===== config.mk =====
export PLATFORM = sky130hd
export DESIGN_NAME = trsl_outq
export DESIGN_NICKNAME = d
export VERILOG_FILES = /design/src/trsl_pkg.sv /design/src/trsl_outq.sv
export SDC_FILE = /design/constraint.sdc
export NUM_CORES = 1
export LEC_CHECK = 0
export ABC_CLOCK_PERIOD_IN_PS = 10200
export BUFFER_PORTS_ARGS = -buffer_cell sky130_fd_sc_hd__buf_4
export CORE_MARGIN = 5
export CORE_UTILIZATION = 56
export DETAILED_ROUTE_END_ITERATION = 12
export PLACE_DENSITY_LB_ADDON = 0.3
export SYNTH_ARGS = -nofsm -noshare
export SYNTH_HDL_FRONTEND = slang
export SYNTH_SLANG_ARGS = --single-unit

===== constraint.sdc =====
create_clock -name clock -period 10.2 [get_ports clock]
set_clock_uncertainty 0.2 [all_clocks]
set_input_delay 2.04 -clock clock [delete_from_list [all_inputs] [get_ports clock]]
set_output_delay 2.04 -clock clock [all_outputs]
set_load 0.02 [all_outputs]

===== src/trsl_pkg.sv =====
package trsl_pkg;

   localparam int QUO_W = 17;
   localparam int SLOPE_QW = 16;
   localparam int REM_W = 52;
   localparam int DEN_W = 34;
   localparam int SQ_W = 34;
   localparam int ROOT_STEPS = 17;

   // 0.001 in Q.16
   localparam logic [16:0] NEAR_LIM = 17'(65536 / 1000);
   localparam logic [33:0] ONE_SQ = 34'h1_0000_0000;

   localparam logic [1:0] ST_OK    = 2'd0;
   localparam logic [1:0] ST_ZERO  = 2'd1;
   localparam logic [1:0] ST_NOINT = 2'd2;
   localparam logic [1:0] ST_NEAR  = 2'd3;

   typedef struct packed {
      logic signed [15:0] first_mic_x;
      logic signed [15:0] first_mic_y;
      logic signed [15:0] second_mic_x;
      logic signed [15:0] second_mic_y;
      logic signed [15:0] camera_x;
      logic signed [15:0] camera_y;
   } cfg_type;

   typedef struct packed {
      logic signed [16:0] dx;
      logic signed [16:0] dy;
      logic [16:0]        c;
      logic [33:0]        c2;
      logic               busy;
   } geom_type;

   typedef struct packed {
      logic signed [15:0] source_x;
      logic signed [15:0] source_y;
      logic [1:0]         status;
      logic signed [15:0] line_slope;
      logic signed [15:0] line_offset;
      logic               slope_undefined;
   } res_type;

   typedef struct packed {
      logic [REM_W-1:0] rem;
      logic [QUO_W-1:0] quo;
   } div_type;

   typedef struct packed {
      logic [SQ_W-1:0] rem;
      logic [SQ_W-1:0] res;
   } sqrt_type;

   function automatic div_type div_step(div_type d, logic [DEN_W-1:0] den, logic [4:0] sh);
      logic [REM_W-1:0] dsh;
      div_type r;
      dsh = {{(REM_W-DEN_W){1'b0}}, den} << sh;
      r = d;
      if (d.rem >= dsh) begin
         r.rem = d.rem - dsh;
         r.quo = d.quo | (QUO_W'(1) << sh);
      end
      return r;
   endfunction

   function automatic sqrt_type sqrt_step(sqrt_type s, logic [4:0] k);
      logic [SQ_W-1:0] bitv;
      logic [SQ_W-1:0] trial;
      sqrt_type r;
      bitv = SQ_W'(1) << {k, 1'b0};
      trial = s.res + bitv;
      r = s;
      if (s.rem >= trial) begin
         r.rem = s.rem - trial;
         r.res = (s.res >> 1) + bitv;
      end else begin
         r.res = s.res >> 1;
      end
      return r;
   endfunction

   function automatic logic signed [15:0] sat16(logic signed [31:0] v);
      logic signed [15:0] r;
      if (v > 32'sd32767) begin
         r = 16'sh7fff;
      end else if (v < -32'sd32768) begin
         r = 16'sh8000;
      end else begin
         r = v[15:0];
      end
      return r;
   endfunction

endpackage


===== src/trsl_outq.sv =====
module trsl_outq (
   input  logic              clock,
   input  logic              reset,
   input  logic              in_valid,
   input  trsl_pkg::res_type in_res,
   output logic              en,
   output logic              rsp_valid,
   input  logic              rsp_stall,
   output trsl_pkg::res_type rsp_res
);
   import trsl_pkg::*;

   logic    rsp_valid_ff;
   logic    skid_valid_ff;
   res_type rsp_ff;
   res_type skid_ff;
   logic    take;

   assign take = rsp_valid_ff && !rsp_stall;
   assign en   = !skid_valid_ff;

   always_ff @(posedge clock) begin
      if (reset) begin
         rsp_valid_ff  <= 1'b0;
         skid_valid_ff <= 1'b0;
      end else if (skid_valid_ff) begin
         if (take) begin
            rsp_valid_ff  <= 1'b1;
            skid_valid_ff <= 1'b0;
         end
      end else if (!rsp_valid_ff || take) begin
         rsp_valid_ff <= in_valid;
      end else if (in_valid) begin
         skid_valid_ff <= 1'b1;
      end
   end

   always_ff @(posedge clock) begin
      if (skid_valid_ff) begin
         if (take) begin
            rsp_ff <= skid_ff;
         end
      end else if (!rsp_valid_ff || take) begin
         rsp_ff <= in_res;
      end else begin
         skid_ff <= in_res;
      end
   end

   assign rsp_valid = rsp_valid_ff;
   assign rsp_res   = rsp_ff;

   a_skid_behind: assert property (@(posedge clock) disable iff (reset)
      skid_valid_ff |-> rsp_valid_ff)
      else $error("skid word held with output register empty");

   a_skid_cause: assert property (@(posedge clock) disable iff (reset)
      $rose(skid_valid_ff) |-> $past(rsp_valid_ff && rsp_stall && in_valid))
      else $error("skid filled without a stalled output");

endmodule


==> impl_metrics.tcl, run 1 <==
set metrics [dict create \
    status "completed" \
    die_w_um 107 \
    worstSetupPathType "reg2out" \
    cap_violations 0 \
    die_h_um 107 \
    area_growth_pct 30.9 \
    final_hold_viol_count 0 \
    ys_types 14 \
    ys.warnings.count 0 \
    layout_common_cells "141 x buf_4, 134 x edfxtp_1, 66 x mux2_4" \
    rsz0062_at_grt "false" \
    finalCriticalPeriod_ns 3.71 \
    cpPeakStageDelay_ns 0.69 \
    layout_commonest_cell "buf_4" \
    finalMaxSlewViolations 0 \
    core_area_um2 9200 \
    min_to "rsp_res[26]" \
    cp_cell_sequence "inv_2, buf_4" \
    routabilityCongestion 0.704 \
    syn_inst 220 \
    synth-seq-cells 136 \
    finalPower_uw 1430 \
    fin_nets 443 \
    holdBufCountCts 0 \
    rows 35 \
    p_leak_uw 0.00276 \
    grt_overflow 0 \
    htree_levels 4 \
    worst_pin_slew_ns 0.888 \
    peakVddDrop_v 0.000149 \
    start_kind "register" \
    grt_pass1_vias 2659 \
    synth_nets 291 \
    layout-drive-gt1-share_pct 63.8 \
    min_from "skid_ff[26]" \
    cts_buffers 17 \
    clock_path_buffers 2 \
    cp-end-kind "primary output" \
    final_core_util_pct 75.1 \
    cts_setup_buffers 0 \
    antenna_found_initial 0 \
    syn_area_per_cell_um2 24.0 \
    fin_crit_sh_pct 36.4 \
    dr.pass1.iters 4 \
    cp_slowest_cell "dfxtp_4" \
    fp.dieArea_um2 11500 \
    ff2ff_path_depth 2 \
    relSlewSlack_pct 40.8 \
    post-route-drc-count 0 \
    vias 2485 \
    grtUsageTotal_pct 16.3 \
    place_hpwl_um 6030 \
    power_density_nw_per_um2 206 \
    path_clk_slew_ns 0.06 \
    tns_ns 0 \
    finalWirelength_um 9110 \
    insertion_delay_ns 0.50 \
    wl_per_cell_um 18.4 \
    io_buffer_count 139 \
    setup_viol 0 \
    cp.required_ns 7.96 \
    syn_area_um2 5280 \
    crit_arrival_ns 1.47 \
    drt_iter0_markers 83 \
    yosysSeqAreaShare_pct 77.0 \
    worstHoldPathCells 1 \
    reg2reg_slack_ns 7.88 \
    vias_per_cell 5.02 \
    reg2reg_to "rsp_res[61]" \
    diodes 0 \
    clock-sinks 136 \
    reg2reg_from "skid_valid_ff" \
    hp-class "reg2reg" \
    io_pins 140 \
    start_util_pct 57.4 \
    grt_max_degree 68 \
    clock-root-buffer "clkbuf_8" \
    ant_nets 0 \
    cp_max_fo 30 \
    cts_tree "yes" \
    grt_first_pass_wirelength_um 14100 \
    ctsResizeCount 0 \
    max_freq_mhz 270 \
]
## how the worst max path moves through the flow
stage,startpoint,endpoint,slack (ns),cells after the start
2_1_floorplan,rsp_stall,rsp_res[0],4.01,1
3_3_place_gp,rsp_stall,rsp_res[64],6.60,3
3_5_place_dp,rsp_stall,rsp_res[64],6.57,3
4_1_cts,skid_valid_ff,en,6.45,2
5_1_grt,skid_valid_ff,en,6.41,2
6_report,skid_valid_ff,en,6.49,2
## through the flow
| stage | area, um^2 | instances | hold slack [ns] | setup WS (ns) |
|---|---|---|---|---|
| after floorplan | 5280 | 220 | 0.323 | 4.01 |
| after global placement | 6340 | 464 | 0.329 | 6.60 |
| after detailed placement | 6340 | 464 | 0.334 | 6.57 |
| after CTS | 6910 | 495 | 0.343 | 6.45 |
| after global routing | 6910 | 495 | 0.354 | 6.41 |
| final | 6910 | 495 | 0.342 | 6.49 |
## flip-flops by register name (all words and copies together), names as in the netlist
register	cells
skid_valid_ff	1
rsp_res	67
rsp_valid	1
skid_ff	67
## synth_stat cells
master	instances	area share, %
mux2_4	66	19
dfxtp_1	2	0.76
inv_2	1	0.071
edfxtp_1	134	76
o21ai_2	1	0.17
nand2b_2	1	0.17
mux2i_1	1	0.19
buf_6	1	0.21
nor2b_1	1	0.12
and3_1	1	0.12
buf_12	7	2.7
a21oi_1	2	0.19
nor3_1	1	0.095
mux2_2	1	0.21
## routing by layer
metal  track usage (%)  share of wire (%)  vias to the layer above
li1                  -                  -                     1180
met3              4.88                6.6                        8
met4              5.21                1.1                        0
met2              27.1                 51                       92
met1              20.7                 42                     1205
met5                 0                  0                        -
## power by group
| part | total [uW] | switching (uW) | internal (uW) |
|---|---|---|---|
| clock network | 576 | 228 | 348 |
| logic | 169 | 82.9 | 86.0 |
| registers | 682 | 16.5 | 665 |
| total | 1430 | 327 | 1100 |
## critical path, delay by kind of cell (launching register included)
family,cells,cell delay (ns)
flops,1,0.69
buf+inv,2,0.28
## final cells by class
type	count	area (um^2)
flip-flops and latches	136	4070
fillers	528	2290
multi-input cells	75	1070
repair buffers	141	1060
clock buffers	17	414
clock inverters	14	151
well taps	111	139
inverters	1	3.75
## logic make-up after synthesis
family | Yosys count | synth area share [%]
buf+inv | 9 | 2.94
mux | 68 | 19.2
simple gates | 4 | 0.498
compound gates | 3 | 0.356
flops | 136 | 77.0
Note: power is estimated with default switching activity, not from simulation.
==> run 2: changes to the inputs <==
Settings changed: ABC_AREA set to 1, ABC_CLOCK_PERIOD_IN_PS 10200 to 3770, CORE_UTILIZATION 56 to 51.
Clock period 10.2 ns to 3.77 ns, I/O delays scaled along.
==> run 2 against run 1 <==
Routed wire length up 5.6%. Combinational power grew to 2.6 times the previous value. Synthesized cell count grew 68%. Sequential power rose to 2.7 times the previous value. Final cell count rose by 33%. Non-clock buffer count did not move. Sequential share of layout area rose by 1.6 points. Setup slack lost 5.3 ns. Synthesized area down 5.7%. Critical path depth stayed put. Largest power group unchanged.
==> impl_metrics.tcl, run 2 <==
set metrics [dict create \
    path_clk_slew_ns 0.06 \
    cts_setup_buffers 0 \
    min_to "skid_ff[4]" \
    finalWirelength_um 9630 \
    synthTopCellsByArea "edfxtp_1 81%, nand2_1 16%, buf_2 1.2%, dfxtp_1 0.80%, buf_6 0.45%" \
    rows 36 \
    rsz0062_at_grt "false" \
    grt_overflow 0 \
    p_leak_uw 0.00290 \
    tns_ns 0 \
    seqCellArea_um2 4070 \
    final_hold_viol_count 0 \
    cap_violations 0 \
    core_area_um2 9640 \
    ys_types 10 \
    insertion_delay_ns 0.50 \
    reg2reg_to "rsp_res[30]" \
    internal_power_uw 3060 \
    nFillCells 691 \
    io_pins 140 \
    synthTopCellsByCount "208 x nand2_1, 134 x edfxtp_1, 12 x buf_2" \
    layout_common_cells "207 x nand2_1, 141 x buf_4, 134 x edfxtp_1" \
    die_w_um 109 \
    dr.pass1.iters 5 \
    antenna_found_initial 0 \
    die_h_um 109 \
    p_sw_uw 890 \
    peakVddDrop_v 0.000364 \
    syn_area_per_cell_um2 13.5 \
    multi_input_area_um2 816 \
    crit_arrival_ns 1.60 \
    max_freq_mhz 391 \
    dp_slack_ns 1.45 \
    synth_nets 440 \
    grt_first_pass_wirelength_um 14800 \
    layout_commonest_cell "nand2_1" \
    synth-seq-cells 136 \
    synthArstFlopShare_pct 0 \
    relSlewSlack_pct 42.6 \
    syn_area_um2 4980 \
    finalCriticalPeriod_ns 2.56 \
    ys.warnings.count 0 \
    clock_path_buffers 2 \
    start_kind "register" \
    synth_top_area_share_pct 80.9 \
    grtUsageTotal_pct 16.9 \
    yosysMostFrequentCell "nand2_1" \
    holdBufCountCts 0 \
    layout-drive-gt1-share_pct 33.1 \
    place_hpwl_um 6220 \
    cts_buffers 17 \
    reg2reg_from "skid_valid_ff" \
    clock-sinks 136 \
    drt_iter0_markers 135 \
    seq_power_share_pct 46.9 \
    syn_inst 369 \
    timing.final.ws_setup_ns 1.21 \
    status "completed" \
    fin_nets 585 \
    clock-root-buffer "clkbuf_8" \
    post-route-drc-count 0 \
    min_from "in_res[4]" \
    cts_tree "yes" \
    clkPwrFrac_pct 41.8 \
    yosysSeqAreaShare_pct 81.7 \
    power_density_nw_per_um2 588 \
    cp-startpoint "skid_valid_ff" \
    p_sw_share_pct 22.5 \
    reg2reg_slack_ns 1.47 \
    grt_pass1_vias 2952 \
    cp_max_fo 69 \
    worstHoldPathCells 1 \
    diodes 0 \
    hp-class "in2reg" \
    io_buffer_count 139 \
    ys.flop_type "edfxtp_1" \
    cp.required_ns 2.82 \
    start_util_pct 51.6 \
    vias 3072 \
    ant_nets 0 \
    fin_crit_sh_pct 67.8 \
    yosys.area.top_type "edfxtp_1" \
    setup_viol 0 \
    area_growth_pct 35.2 \
    grt_max_degree 72 \
    ctsResizeCount 0 \
    htree_levels 4 \
    fp.dieArea_um2 11800 \
    vias_per_cell 4.66 \
    ff2ff_path_depth 3 \
    cp-end-kind "primary output" \
    share_comb_of_total_power_pct 11.3 \
    worst_pin_slew_ns 0.861 \
    routabilityCongestion 0.722 \
    wl_per_cell_um 14.6 \
    synth_edf_count 134 \
    finalMaxSlewViolations 0 \
    worstSetupPathType "reg2out" \
]
-- run 2: cell count changes after synthesis, sizes merged, moves of 2 or more --
cell   delta
inv       +4
a21oi     -2
nor2      +4
mux2     -67
nand2   +208
buf       +7
-- run 2: worst max path at each step --
stage | slack (ns) | endpoint | cells past startpoint
after global routing | 1.10 | en | 2
after global placement | 1.51 | rsp_res[12] | 3
final | 1.21 | en | 2
after CTS | 1.19 | en | 2
after detailed placement | 1.45 | rsp_res[18] | 3
after floorplan | 0.57 | skid_ff[0] | 2
-- run 2: cell type report --
| cell class | instances | area share [%] |
|---|---|---|
| tap | 133 | 2.47 |
| clock inverter | 12 | 2.64 |
| timing repair buffer | 141 | 15.7 |
| sequential | 136 | 60.4 |
| multi-input combinational | 213 | 12.1 |
| inverter | 5 | 0.316 |
| clock buffer | 19 | 6.27 |
-- run 2: cells by family (layout without fill, tap and decap cells) --
logic type	after synthesis	after routing	synth area share [%]
and+or+nand+nor	212	212	16.0
DFF	136	136	81.7
buffers and inverters	20	177	2.24
AOI/OAI and AO/OA	1	1	0.100
-- run 2: per-layer routing --
layer,GRT usage (%),up-vias,share of wire [%]
li1,-,1526,-
met2,26.7,118,49
met4,7.30,0,1.2
met5,0,-,0
met1,21.9,1416,42
met3,5.15,12,7.9
-- run 2: metrics by stage --
| stage | area (um^2) | utilization, % | power (uW) | hold WS (ns) | cells |
|---|---|---|---|---|---|
| after global routing | 6730 | 69.8 | 4090 | 0.204 | 659 |
| final | 6730 | 69.8 | 3950 | 0.232 | 659 |
| after floorplan | 4980 | - | 2110 | 0.291 | 369 |
| after CTS | 6730 | 69.8 | 3990 | 0.203 | 659 |
| after detailed placement | 6130 | 63.6 | 2340 | 0.303 | 628 |
| after global placement | 6130 | 63.6 | 2330 | 0.299 | 628 |
-- run 2: power groups by stage --
| stage | clock network, uW | logic, uW | registers (uW) |
|---|---|---|---|
| floorplan | 0 | 107 | 2000 |
| global placement | 0 | 443 | 1880 |
| detailed placement | 0 | 454 | 1880 |
| CTS | 1680 | 454 | 1860 |
| global route | 1740 | 483 | 1870 |
| finish | 1650 | 447 | 1860 |
-- run 2: worst max-delay path, stage by stage, from the launching register on --
cell and delay (ns):
dfxtp_2 0.33, inv_4 0.49, buf_4 0.26
